===== src/mlprq_pkg.sv =====
// Shared constants, result codes and controller/datapath interface types
// for the multilevel priority ready queue. No dependencies.
`default_nettype none

package mlprq_pkg;

    // sizing
    localparam int LEVELS      = 8;
    localparam int QUEUE_DEPTH = 16;
    localparam int TASK_BITS   = 8;

    localparam int LEVEL_W = (LEVELS > 1) ? $clog2(LEVELS) : 1;
    localparam int PTR_W   = (QUEUE_DEPTH > 1) ? $clog2(QUEUE_DEPTH) : 1;
    localparam int COUNT_W = $clog2(QUEUE_DEPTH + 1);
    localparam int ADDR_W  = LEVEL_W + PTR_W;

    // fixed field widths of the stream payload
    localparam int IN_LEVEL_W  = 3;
    localparam int IN_TASK_W   = 8;
    localparam int OUT_TASK_W  = 8;
    localparam int OUT_LEVEL_W = 3;
    localparam int STATUS_W    = 2;

    // request kinds
    localparam logic MODE_INSERT = 1'b0;
    localparam logic MODE_FETCH  = 1'b1;

    // result status codes
    localparam logic [STATUS_W-1:0] ST_DONE    = 2'd0;
    localparam logic [STATUS_W-1:0] ST_EMPTY   = 2'd1;
    localparam logic [STATUS_W-1:0] ST_DROPPED = 2'd2;

    // controller to datapath commands
    typedef struct packed {
        logic take;        // request accepted this cycle
        logic load_fetch;  // fetched task is on the memory read port
    } ctrl_cmd_t;

    // datapath to controller status
    typedef struct packed {
        logic fetch_hit;   // current request is a fetch that finds a task
    } dp_stat_t;

endpackage

`default_nettype wire


===== src/mlprq_ctrl.sv =====
// Controller state machine of the multilevel priority ready queue.
// Depends on mlprq_pkg for the command and status types.
`default_nettype none

module mlprq_ctrl (
    input  wire logic                 clk,
    input  wire logic                 rst_n,
    input  wire logic                 s_tvalid,
    output logic                      s_tready,
    output logic                      m_tvalid,
    input  wire logic                 m_tready,
    input  wire mlprq_pkg::dp_stat_t  stat,
    output mlprq_pkg::ctrl_cmd_t      cmd
);

    typedef enum logic [1:0] {
        S_IDLE,
        S_READ,
        S_OUT
    } state_t;

    state_t state_reg;
    logic   s_tready_reg;
    logic   m_tvalid_reg;
    logic   take;

    assign take     = s_tvalid && s_tready_reg;
    assign s_tready = s_tready_reg;
    assign m_tvalid = m_tvalid_reg;

    // commands to the datapath
    always_comb
    begin
        cmd.take       = take;
        cmd.load_fetch = (state_reg == S_READ);
    end

    // state and registered handshake outputs
    always_ff @(posedge clk or negedge rst_n)
    begin
        if (!rst_n)
        begin
            state_reg    <= S_IDLE;
            s_tready_reg <= 1'b0;
            m_tvalid_reg <= 1'b0;
        end
        else
        begin
            unique case (state_reg)
                S_IDLE:
                begin
                    s_tready_reg <= 1'b1;
                    if (take)
                    begin
                        s_tready_reg <= 1'b0;
                        if (stat.fetch_hit)
                        begin
                            state_reg <= S_READ;
                        end
                        else
                        begin
                            state_reg    <= S_OUT;
                            m_tvalid_reg <= 1'b1;
                        end
                    end
                end
                S_READ:
                begin
                    state_reg    <= S_OUT;
                    m_tvalid_reg <= 1'b1;
                end
                S_OUT:
                begin
                    if (m_tready)
                    begin
                        state_reg    <= S_IDLE;
                        m_tvalid_reg <= 1'b0;
                        s_tready_reg <= 1'b1;
                    end
                end
                default:
                begin
                    state_reg    <= S_IDLE;
                    m_tvalid_reg <= 1'b0;
                    s_tready_reg <= 1'b0;
                end
            endcase
        end
    end

endmodule

`default_nettype wire


===== src/mlprq_dp.sv =====
// Datapath of the multilevel priority ready queue: per-level pointers and
// counts, the task store, level selection and the result register.
// Depends on mlprq_pkg.
`default_nettype none

module mlprq_dp (
    input  wire logic                                   clk,
    input  wire logic                                   rst_n,
    input  wire mlprq_pkg::ctrl_cmd_t                   cmd,
    output mlprq_pkg::dp_stat_t                         stat,
    input  wire logic                                   mode,
    input  wire logic [mlprq_pkg::IN_LEVEL_W-1:0]       level,
    input  wire logic [mlprq_pkg::IN_TASK_W-1:0]        task_id,
    output logic      [mlprq_pkg::OUT_TASK_W-1:0]       out_task,
    output logic      [mlprq_pkg::OUT_LEVEL_W-1:0]      out_level,
    output logic      [mlprq_pkg::STATUS_W-1:0]         status
);

    logic [mlprq_pkg::PTR_W-1:0]     head_reg  [mlprq_pkg::LEVELS];
    logic [mlprq_pkg::PTR_W-1:0]     tail_reg  [mlprq_pkg::LEVELS];
    logic [mlprq_pkg::COUNT_W-1:0]   count_reg [mlprq_pkg::LEVELS];
    logic [mlprq_pkg::TASK_BITS-1:0] mem       [2**mlprq_pkg::ADDR_W];
    logic [mlprq_pkg::TASK_BITS-1:0] rd_data_reg;

    logic [mlprq_pkg::OUT_TASK_W-1:0]  out_task_reg;
    logic [mlprq_pkg::OUT_LEVEL_W-1:0] out_level_reg;
    logic [mlprq_pkg::STATUS_W-1:0]    status_reg;

    logic [mlprq_pkg::LEVELS-1:0]  nonempty;
    logic                          any_ready;
    logic [mlprq_pkg::LEVEL_W-1:0] sel_lvl;
    logic [mlprq_pkg::LEVEL_W-1:0] ins_lvl;
    logic                          ins_ok;
    logic                          do_insert;
    logic                          do_fetch;
    logic [mlprq_pkg::ADDR_W-1:0]  wr_addr;
    logic [mlprq_pkg::ADDR_W-1:0]  rd_addr;

    // nonempty flags and highest-level pick
    always_comb
    begin
        any_ready = 1'b0;
        sel_lvl   = '0;
        for (int i = 0; i < mlprq_pkg::LEVELS; i++)
        begin
            nonempty[i] = (count_reg[i] != '0);
        end
        for (int i = 0; i < mlprq_pkg::LEVELS; i++)
        begin
            if (nonempty[i])
            begin
                any_ready = 1'b1;
                sel_lvl   = mlprq_pkg::LEVEL_W'(i);
            end
        end
    end

    // insert checks: level in range and level not full
    always_comb
    begin
        ins_lvl = mlprq_pkg::LEVEL_W'(level);
        ins_ok  = (32'(level) < mlprq_pkg::LEVELS) &&
                  (32'(count_reg[ins_lvl]) < mlprq_pkg::QUEUE_DEPTH);
    end

    assign do_insert      = cmd.take && (mode == mlprq_pkg::MODE_INSERT) && ins_ok;
    assign do_fetch       = cmd.take && (mode == mlprq_pkg::MODE_FETCH) && any_ready;
    assign stat.fetch_hit = (mode == mlprq_pkg::MODE_FETCH) && any_ready;
    assign wr_addr        = {ins_lvl, tail_reg[ins_lvl]};
    assign rd_addr        = {sel_lvl, head_reg[sel_lvl]};

    function automatic logic [mlprq_pkg::PTR_W-1:0] next_slot(
        input logic [mlprq_pkg::PTR_W-1:0] p
    );
        return (32'(p) == mlprq_pkg::QUEUE_DEPTH - 1) ? '0 : p + 1'b1;
    endfunction

    // per-level pointers and occupancy
    always_ff @(posedge clk or negedge rst_n)
    begin
        if (!rst_n)
        begin
            for (int i = 0; i < mlprq_pkg::LEVELS; i++)
            begin
                head_reg[i]  <= '0;
                tail_reg[i]  <= '0;
                count_reg[i] <= '0;
            end
        end
        else if (do_insert)
        begin
            tail_reg[ins_lvl]  <= next_slot(tail_reg[ins_lvl]);
            count_reg[ins_lvl] <= count_reg[ins_lvl] + 1'b1;
        end
        else if (do_fetch)
        begin
            head_reg[sel_lvl]  <= next_slot(head_reg[sel_lvl]);
            count_reg[sel_lvl] <= count_reg[sel_lvl] - 1'b1;
        end
    end

    // task store, one write or one read per request
    always_ff @(posedge clk)
    begin
        if (do_insert)
        begin
            mem[wr_addr] <= mlprq_pkg::TASK_BITS'(task_id);
        end
        if (do_fetch)
        begin
            rd_data_reg <= mem[rd_addr];
        end
    end

    // result register
    always_ff @(posedge clk)
    begin
        if (cmd.take)
        begin
            out_task_reg  <= '0;
            out_level_reg <= '0;
            if (mode == mlprq_pkg::MODE_INSERT)
            begin
                status_reg <= ins_ok ? mlprq_pkg::ST_DONE : mlprq_pkg::ST_DROPPED;
            end
            else if (any_ready)
            begin
                status_reg    <= mlprq_pkg::ST_DONE;
                out_level_reg <= mlprq_pkg::OUT_LEVEL_W'(sel_lvl);
            end
            else
            begin
                status_reg <= mlprq_pkg::ST_EMPTY;
            end
        end
        else if (cmd.load_fetch)
        begin
            out_task_reg <= mlprq_pkg::OUT_TASK_W'(rd_data_reg);
        end
    end

    assign out_task  = out_task_reg;
    assign out_level = out_level_reg;
    assign status    = status_reg;

endmodule

`default_nettype wire


===== src/multilevel_priority_ready_queue.sv =====
// Strict-priority multilevel ready queue: one task FIFO per priority level,
// insert appends to a level, fetch pops the highest nonempty level. An insert
// request, or a fetch that finds nothing, returns its result in the cycle
// after acceptance. A fetch that finds a task passes through a read state
// first, because the task store has a registered read port. The block handles
// one request at a time, so the next request is taken no earlier than the
// cycle after the previous result is accepted downstream. Each request yields
// exactly one result; status 0 = done, 1 = nothing ready, 2 = insert dropped
// because the level is full. The store needs no clearing after reset. Built
// from mlprq_ctrl and mlprq_dp, types from mlprq_pkg.
`default_nettype none

module multilevel_priority_ready_queue (
    input  wire logic        clk,
    input  wire logic        rst_n,
    input  wire logic        s_tvalid,
    output logic             s_tready,
    input  wire logic [15:0] s_tdata,   // level[2:0], task_id[10:3], zero pad
    input  wire logic [0:0]  s_tuser,   // mode[0]
    output logic             m_tvalid,
    input  wire logic        m_tready,
    output logic      [15:0] m_tdata,   // out_task[7:0], out_level[10:8], zero pad
    output logic      [1:0]  m_tuser    // status[1:0]
);

    mlprq_pkg::ctrl_cmd_t cmd;
    mlprq_pkg::dp_stat_t  stat;

    logic [mlprq_pkg::OUT_TASK_W-1:0]  out_task;
    logic [mlprq_pkg::OUT_LEVEL_W-1:0] out_level;
    logic [mlprq_pkg::STATUS_W-1:0]    status;

    // sequencing of requests and results
    mlprq_ctrl u_ctrl (
        .clk      (clk),
        .rst_n    (rst_n),
        .s_tvalid (s_tvalid),
        .s_tready (s_tready),
        .m_tvalid (m_tvalid),
        .m_tready (m_tready),
        .stat     (stat),
        .cmd      (cmd)
    );

    // queues, level pick and result register
    mlprq_dp u_dp (
        .clk       (clk),
        .rst_n     (rst_n),
        .cmd       (cmd),
        .stat      (stat),
        .mode      (s_tuser[0]),
        .level     (s_tdata[2:0]),
        .task_id   (s_tdata[10:3]),
        .out_task  (out_task),
        .out_level (out_level),
        .status    (status)
    );

    // result packing
    assign m_tdata = {5'd0, out_level, out_task};
    assign m_tuser = status;

endmodule

`default_nettype wire

===== config.mk =====
export PLATFORM = sky130hd
export DESIGN_NAME = multilevel_priority_ready_queue
export DESIGN_NICKNAME = d
export VERILOG_FILES = /design/src/mlprq_pkg.sv /design/src/mlprq_ctrl.sv /design/src/mlprq_dp.sv /design/src/multilevel_priority_ready_queue.sv
export SDC_FILE = /design/constraint.sdc
export NUM_CORES = 2
export LEC_CHECK = 0
export CAP_MARGIN = 10
export CORE_UTILIZATION = 60
export CTS_CLUSTER_DIAMETER = 80
export DETAILED_ROUTE_END_ITERATION = 12
export DONT_BUFFER_PORTS = 1
export PLACE_DENSITY = 0.78
export SLEW_MARGIN = 20
export SYNTH_ARGS = -nofsm -noshare
export SYNTH_HDL_FRONTEND = slang
export SYNTH_HIERARCHICAL = 1
export SYNTH_SLANG_ARGS = --single-unit

===== constraint.sdc =====
create_clock -name clk -period 8.7 [get_ports clk]
set_clock_uncertainty 0.1 [all_clocks]
set_input_delay 0.87 -clock clk [delete_from_list [all_inputs] [get_ports clk]]
set_output_delay 0.87 -clock clk [all_outputs]
set_load 0.03 [all_outputs]

# == Word level (Yosys, flattened, before mapping) ==
# Memory sizes are Yosys's and may differ from the RTL's. A register that Yosys moved wholly into a read port is not among the register bits.
# Index checks and enable logic that the tools add are counted.
# word_totals
reg_bits,121
ram_bits,1024
inputBits,21
out_inout_bits,20
elab_cells,134
mem_count,1
# op_classes
n_addsub,4
n_lt_le_gt_ge,5
n_eq_ne,7
muxes,59
n_bitwise,5
n_reduce_logical,23
# memory_table
memory,depth,width,read_ports,rd_clocked_by_memory_dff,write_ports,line_no,text
u_dp.mem,128,8,1,1,1,mlprq_dp.sv:22,logic [mlprq_pkg::TASK_BITS-1:0] mem [2**mlprq_pkg::ADDR_W];
# op_table
operator,count
bitwise mux 40 bit,2
two-way mux 40 bit,2
bitwise mux 32 bit,2
nonzero test 5 bit,8
two-way mux 4 bit,8
binary-select mux 5 bit (select 3 bit),2
demux 5 bit (select 3 bit),2
two-way mux 5 bit,6
binary-select mux 4 bit (select 3 bit),2
demux 4 bit (select 3 bit),2
two-way mux 3 bit,6
two-way mux 1 bit,17
two-way mux 2 bit,5
adder 4 x 1 -> 4 bit (second input constant),2
equality test 4 bit (second input constant),2
>= comparator 4 bit (second input constant),2
logical AND 1 bit,8
less-than comparator 4 x 1 -> 1 bit (second input constant),2
inverter 3 -> 4 bit,2
AND reduction 2 bit,4
case mux 1 bit (3 select lines),2
case mux 2 bit (3 select lines),1
adder 5 x 1 -> 5 bit (second input constant),1
less-than comparator 5 bit (second input constant),1
9 further kinds,12

# == Depth between registers and ports, before layout ==
# logic_depth
ltp_word,16
depth_mapped,18
ltp_nobuf,14

# == Modules after synthesis ==
# The synthesis kept the hierarchy.
# by_module_without_submodules
module,instances,cells_per_inst,area_per_inst_um2,seq_area_each_um2
mlprq_dp,1,3624,47317.9,33902.5
mlprq_ctrl,1,18,196.4,100.1
multilevel_priority_ready_queue,1,6,41.3,0.0

# == Worst setup path before layout ==
# Ideal clock, no wire load.
# synth_timing
kind,reg2reg
from,register u_dp/count_reg[12] in the netlist's numbering
to,register u_dp/head_reg[11] in the netlist's numbering
setup_time_ns,0.144
arrival_time_ns,4.022
required_time_ns,8.456
setup_slack_ns,4.434
path_stages_with_launch,17
n_path_buf,4
synth_period_minus_slack_ns,4.266
cell_sequence,dfrtp_1 > or3_1 > nor2_1 > o31ai_1 > a31oi_2 > mux2i_2 > nand2_4 > inv_2 > buf_2 > buf_2 > buf_2 > buf_1 > ha_1 > nor2_1 > o21ai_0 > a21boi_0 > o21ai_0
# synth_between
elab_chain_len,11
word_cells_on_any_way,28
cone_classes,add/sub (1); order compare (3); eq/ne (1); mux (16); bitwise (2); reduce/logical (5)
# synth_lines
element,line_no,text
from (decl),mlprq_dp.sv:21,logic [mlprq_pkg::COUNT_W-1:0] count_reg [mlprq_pkg::LEVELS];
"from (signal, indexed assignment)",mlprq_dp.sv:93,count_reg[ins_lvl] <= count_reg[ins_lvl] + 1'b1;
"from (signal, indexed assignment)",mlprq_dp.sv:98,count_reg[sel_lvl] <= count_reg[sel_lvl] - 1'b1;
nonzero test 5 bit,mlprq_dp.sv:46,nonempty[i] = (count_reg[i] != '0);
two-way mux 3 bit (3 in series),mlprq_dp.sv:50,if (nonempty[i])
inverter 3 -> 4 bit (not written as such),mlprq_dp.sv:97,head_reg[sel_lvl] <= next_slot(head_reg[sel_lvl]);
binary-select mux 4 bit (select 3 bit),mlprq_dp.sv:97,
two-way mux 4 bit (not written as such) (2 in series),mlprq_dp.sv:97,
adder 4 x 1 -> 4 bit or equality test 4 bit (tied branches),mlprq_dp.sv:75,return (32'(p) == mlprq_pkg::QUEUE_DEPTH - 1) ? '0 : p + 1'b1;
two-way mux 4 bit,mlprq_dp.sv:75,
bitwise mux 32 bit,mlprq_dp.sv:97,
"to (signal, indexed assignment)",mlprq_dp.sv:97,
to (decl),mlprq_dp.sv:19,logic [mlprq_pkg::PTR_W-1:0] head_reg [mlprq_pkg::LEVELS];
# Parallel ways exist; a longest one is shown, timed or not. The select of a mux whose other input is x is not followed.
# A chain may end at the register's enable or synchronous reset.

# == Worst setup path in the final report ==
# layout_timing
from,register u_dp/count_reg[12] in the netlist's numbering
to,"register u_dp/rd_data_reg[4] in the netlist's numbering, read port of u_dp.mem (data pin)"
# layout_between
elab_chain_len,8
word_cells_on_any_way,12
cone_classes,mux (9); bitwise (1); reduce/logical (2)
# layout_lines
element,line_no,text
nonzero test 5 bit (*),mlprq_dp.sv:46,
two-way mux 3 bit (3 in series),mlprq_dp.sv:50,
inverter 3 -> 4 bit (not written as such),mlprq_dp.sv:70,"assign rd_addr = {sel_lvl, head_reg[sel_lvl]};"
binary-select mux 4 bit (select 3 bit),mlprq_dp.sv:70,
two-way mux 4 bit (not written as such) (2 in series),mlprq_dp.sv:70,
to (decl),mlprq_dp.sv:23,logic [mlprq_pkg::TASK_BITS-1:0] rd_data_reg;
# Every way passes the cells marked *; elsewhere a longest branch is shown, timed or not. The select of a mux whose other input is x is not followed.

==> metrics <==
post-synthesis simple-gate area fraction 0.132; CTS tree built; crit path max fanout approximately 120; startpoint types flip-flop; area of the mapped netlist around 0.048 mm²; transition time of the tightest slew-check pin ~1.3 ns; Layout area overhead 8.85%; share of synthesized cell area in full adder, half adder and majority cells 0.00105; Hold Violations, Final 0; vias per cell 6.69; Initial Util 0.610; RSZ-0062 raised after global routing false; Post-route DRC 0; GRT Util Overall 0.318; CP required between 9 and 10 ns; Reg2Reg Depth 14; Die H between 200 and 300 µm; grt ovf 0; met2 GRT Util 0.497; initial antenna violation count 1; layout cells sized above 1 0.0767; headroom to the max-slew limit 0.130; count of input and output buffers 0; reg2reg setup slack 1.95 ns; sequential share of power 0.373; GRT met1 Usage 0.420; Initial DRC Count ~4600; cell taking the most area after synthesis edfxtp_1; RR Endpoint u_dp/rd_data_reg[4]; top post-synthesis cells by area edfxtp_1 65%, nand2_1 6.6%, dfrtp_1 5.7%, mux2i_1 3.6%, nand3_1 2.6%; root buf cell clkbuf_16; RePlAce Congestion around 0.96; post-route ant nets 0; post-synthesis compound-gate area fraction 0.0796; EDFF count, synth slightly above 1000; synth warn 6; list of most frequent post-synthesis cells 1037 x edfxtp_1, 841 x nand2_1, 248 x nand3_1, 224 x nor2_1, 179 x a21oi_1; peak supply drop 0.000304 V; footprint of the multi-input gates 0.0124 mm²; DRT Wirelength 130 mm; die area 0.0804 mm²; Core Rows 102; Mapped Cells ~3600; main combinational cell family by area after synthesis simple AND/OR/NAND/NOR gates; asr flop ratio synth 0.0937; Power Internal 10.7 mW; flip-flop count of the largest register after layout around 1000; outcome finished clean; xor/xnor cell area share of the yosys netlist 0.00147; Pre-antenna DRT Iters 8; Reg area roughly 0.034 mm²; met3 usage 0.0679; Clk pwr share 0.261; htree depth 3; Max Cap Violations 0; Synth top area share 0.655; filler cell count 5297; dominant cell by count in the synthesized netlist edfxtp_1; Reg clk slew, reported paths 0.06 ns; Logic pwr share 0.366; first-pass GRT wire length around 190 mm; total number of vias 31700; num ports just over 40; setup repair bufs after CTS 0; minimum clock period just under 7 ns; Pleak ~18 nW; Top Usage Layer GRT met2; Die Wd roughly 280 µm; Num CTS Buffers between 100 and 150; final layout net count around 3600; final core occ 0.664; worst hold path type in2async; fmax ~150 MHz; Power per Cell Area 339 mW/mm²; setup TNS 0 ns; proportion of synthesized area in mux cells 0.0450; Final period util 0.776; Setup Crit Path Kind reg2reg; Final Slew Violations 0; Setup Viol. Count Final 0; Top FF cell, synth edfxtp_1; post-DP HPWL between 70 and 80 mm; Synth Area per Inst approximately 13 µm²; Core ar. between 0.07 and 0.08 mm²; sequential fraction of the synthesis area 0.715; Seq cells post-synth roughly 1200; largest net degree at the start of global routing around 130; Crit. End Element flip-flop; Netlist cell types 85; vias in the first global route slightly above 30000; CTS sink cnt 1153; FF-to-FF Start u_dp/count_reg[12]; Resized Gates After CTS 0; switch share 0.392; n_diodes 0; CP Data Arrival Time roughly 7.2 ns; Max Buffers Root-to-Sink 3; WL/cell between 20 and 30 µm; worst skew pair latency about 0.69 ns; P_sw 6.88 mW
## per-stage QoR
step / worst slack, ns / cells / hold slack [ns] / power [mW] / area [µm²]
6_report: 1.95 / 4732 / 0.0376 / 17.5 / 51800
5_1_grt: 2.03 / 4732 / 0.0564 / 18.1 / 51800
3_5_place_dp: 2.33 / 4525 / 0.362 / 12.8 / 48300
4_1_cts: 2.34 / 4732 / 0.0309 / 17.4 / 51800
2_1_floorplan: 4.43 / 3652 / 0.341 / 10.9 / 47600
3_3_place_gp: 2.50 / 4525 / 0.358 / 12.7 / 48300
## power groups by stage
stage	sequential, mW	clock (mW)	combinational (mW)
2_1_floorplan	6.56	0	4.37
4_1_cts	6.53	4.60	6.23
3_5_place_dp	6.64	0	6.16
6_report	6.54	4.58	6.42
5_1_grt	6.56	4.82	6.72
3_3_place_gp	6.64	0	6.03
## worst max-delay path by stage
stage	start	endpoint	slack, ns	depth (start not counted)
5_1_grt	u_dp/count_reg[1]	u_dp/rd_data_reg[0]	2.03	15
2_1_floorplan	u_dp/count_reg[12]	u_dp/head_reg[11]	4.43	16
6_report	u_dp/count_reg[12]	u_dp/rd_data_reg[4]	1.95	14
4_1_cts	u_dp/count_reg[12]	u_dp/rd_data_reg[4]	2.34	14
3_3_place_gp	u_dp/count_reg[1]	u_dp/rd_data_reg[0]	2.50	15
3_5_place_dp	u_dp/count_reg[12]	u_dp/rd_data_reg[4]	2.33	14
## routing by layer
metal,vias up,wire length (µm)
met4,2,7800
met2,2197,60200
li1,13500,-
met3,462,15800
met1,15500,45900
met5,-,8
## cell families after synthesis
kind of cell,Yosys count
simple gates,1471
flops,1153
compound gates,572
buf+inv,238
mux,201
xor+xnor,8
fa+ha+maj,4
other cells,1
## critical path, stage by stage (launching register included)
cell,delay [ns]
dfrtp_1,0.42
or3_1,0.47
nor2_1,0.48
o31ai_1,0.18
a31oi_2,0.16
buf_4,0.41
mux2i_2,0.60
nand2_8,0.49
inv_8,0.74
nor2_2,0.26
a32o_1,0.32
a221oi_1,0.27
o22ai_1,0.14
a211oi_1,1.05
or4_1,0.27
## cells in the final DEF, fill, tap and decap left out, types with 21 or more instances in the layout
| cell type | instances |
|---|---|
| nand4_1 | 32 |
| clkbuf_16 | 113 |
| clkbuf_1 | 21 |
| clkinv_1 | 26 |
| a31oi_1 | 56 |
| a21oi_1 | 179 |
| a32oi_1 | 31 |
| mux2_2 | 21 |
| nand3_1 | 247 |
| mux2i_1 | 171 |
| clkinv_2 | 29 |
| dfrtp_1 | 108 |
| nor3_1 | 34 |
| o21ai_0 | 81 |
| edfxtp_1 | 1037 |
| nor2_1 | 223 |
| buf_4 | 45 |
| a22oi_1 | 70 |
| nand2_1 | 840 |
| a221oi_1 | 25 |
## cell type report
| class | count | area share |
|---|---|---|
| Clock buffer | 140 | 0.0577 |
| Clock inverter | 66 | 0.00904 |
| Multi-Input combinational cell | 2261 | 0.240 |
| Sequential cell | 1153 | 0.657 |
| Inverter | 19 | 0.00162 |
| Timing Repair Buffer | 53 | 0.00977 |
| Tap cell | 1040 | 0.0251 |
## what timing repair did
action                     CTS  global route
hold buffers                 1             0
setup endpoints to repair    0             0
hold endpoints to repair   108             0
Note: power is estimated with default switching activity, not from simulation.
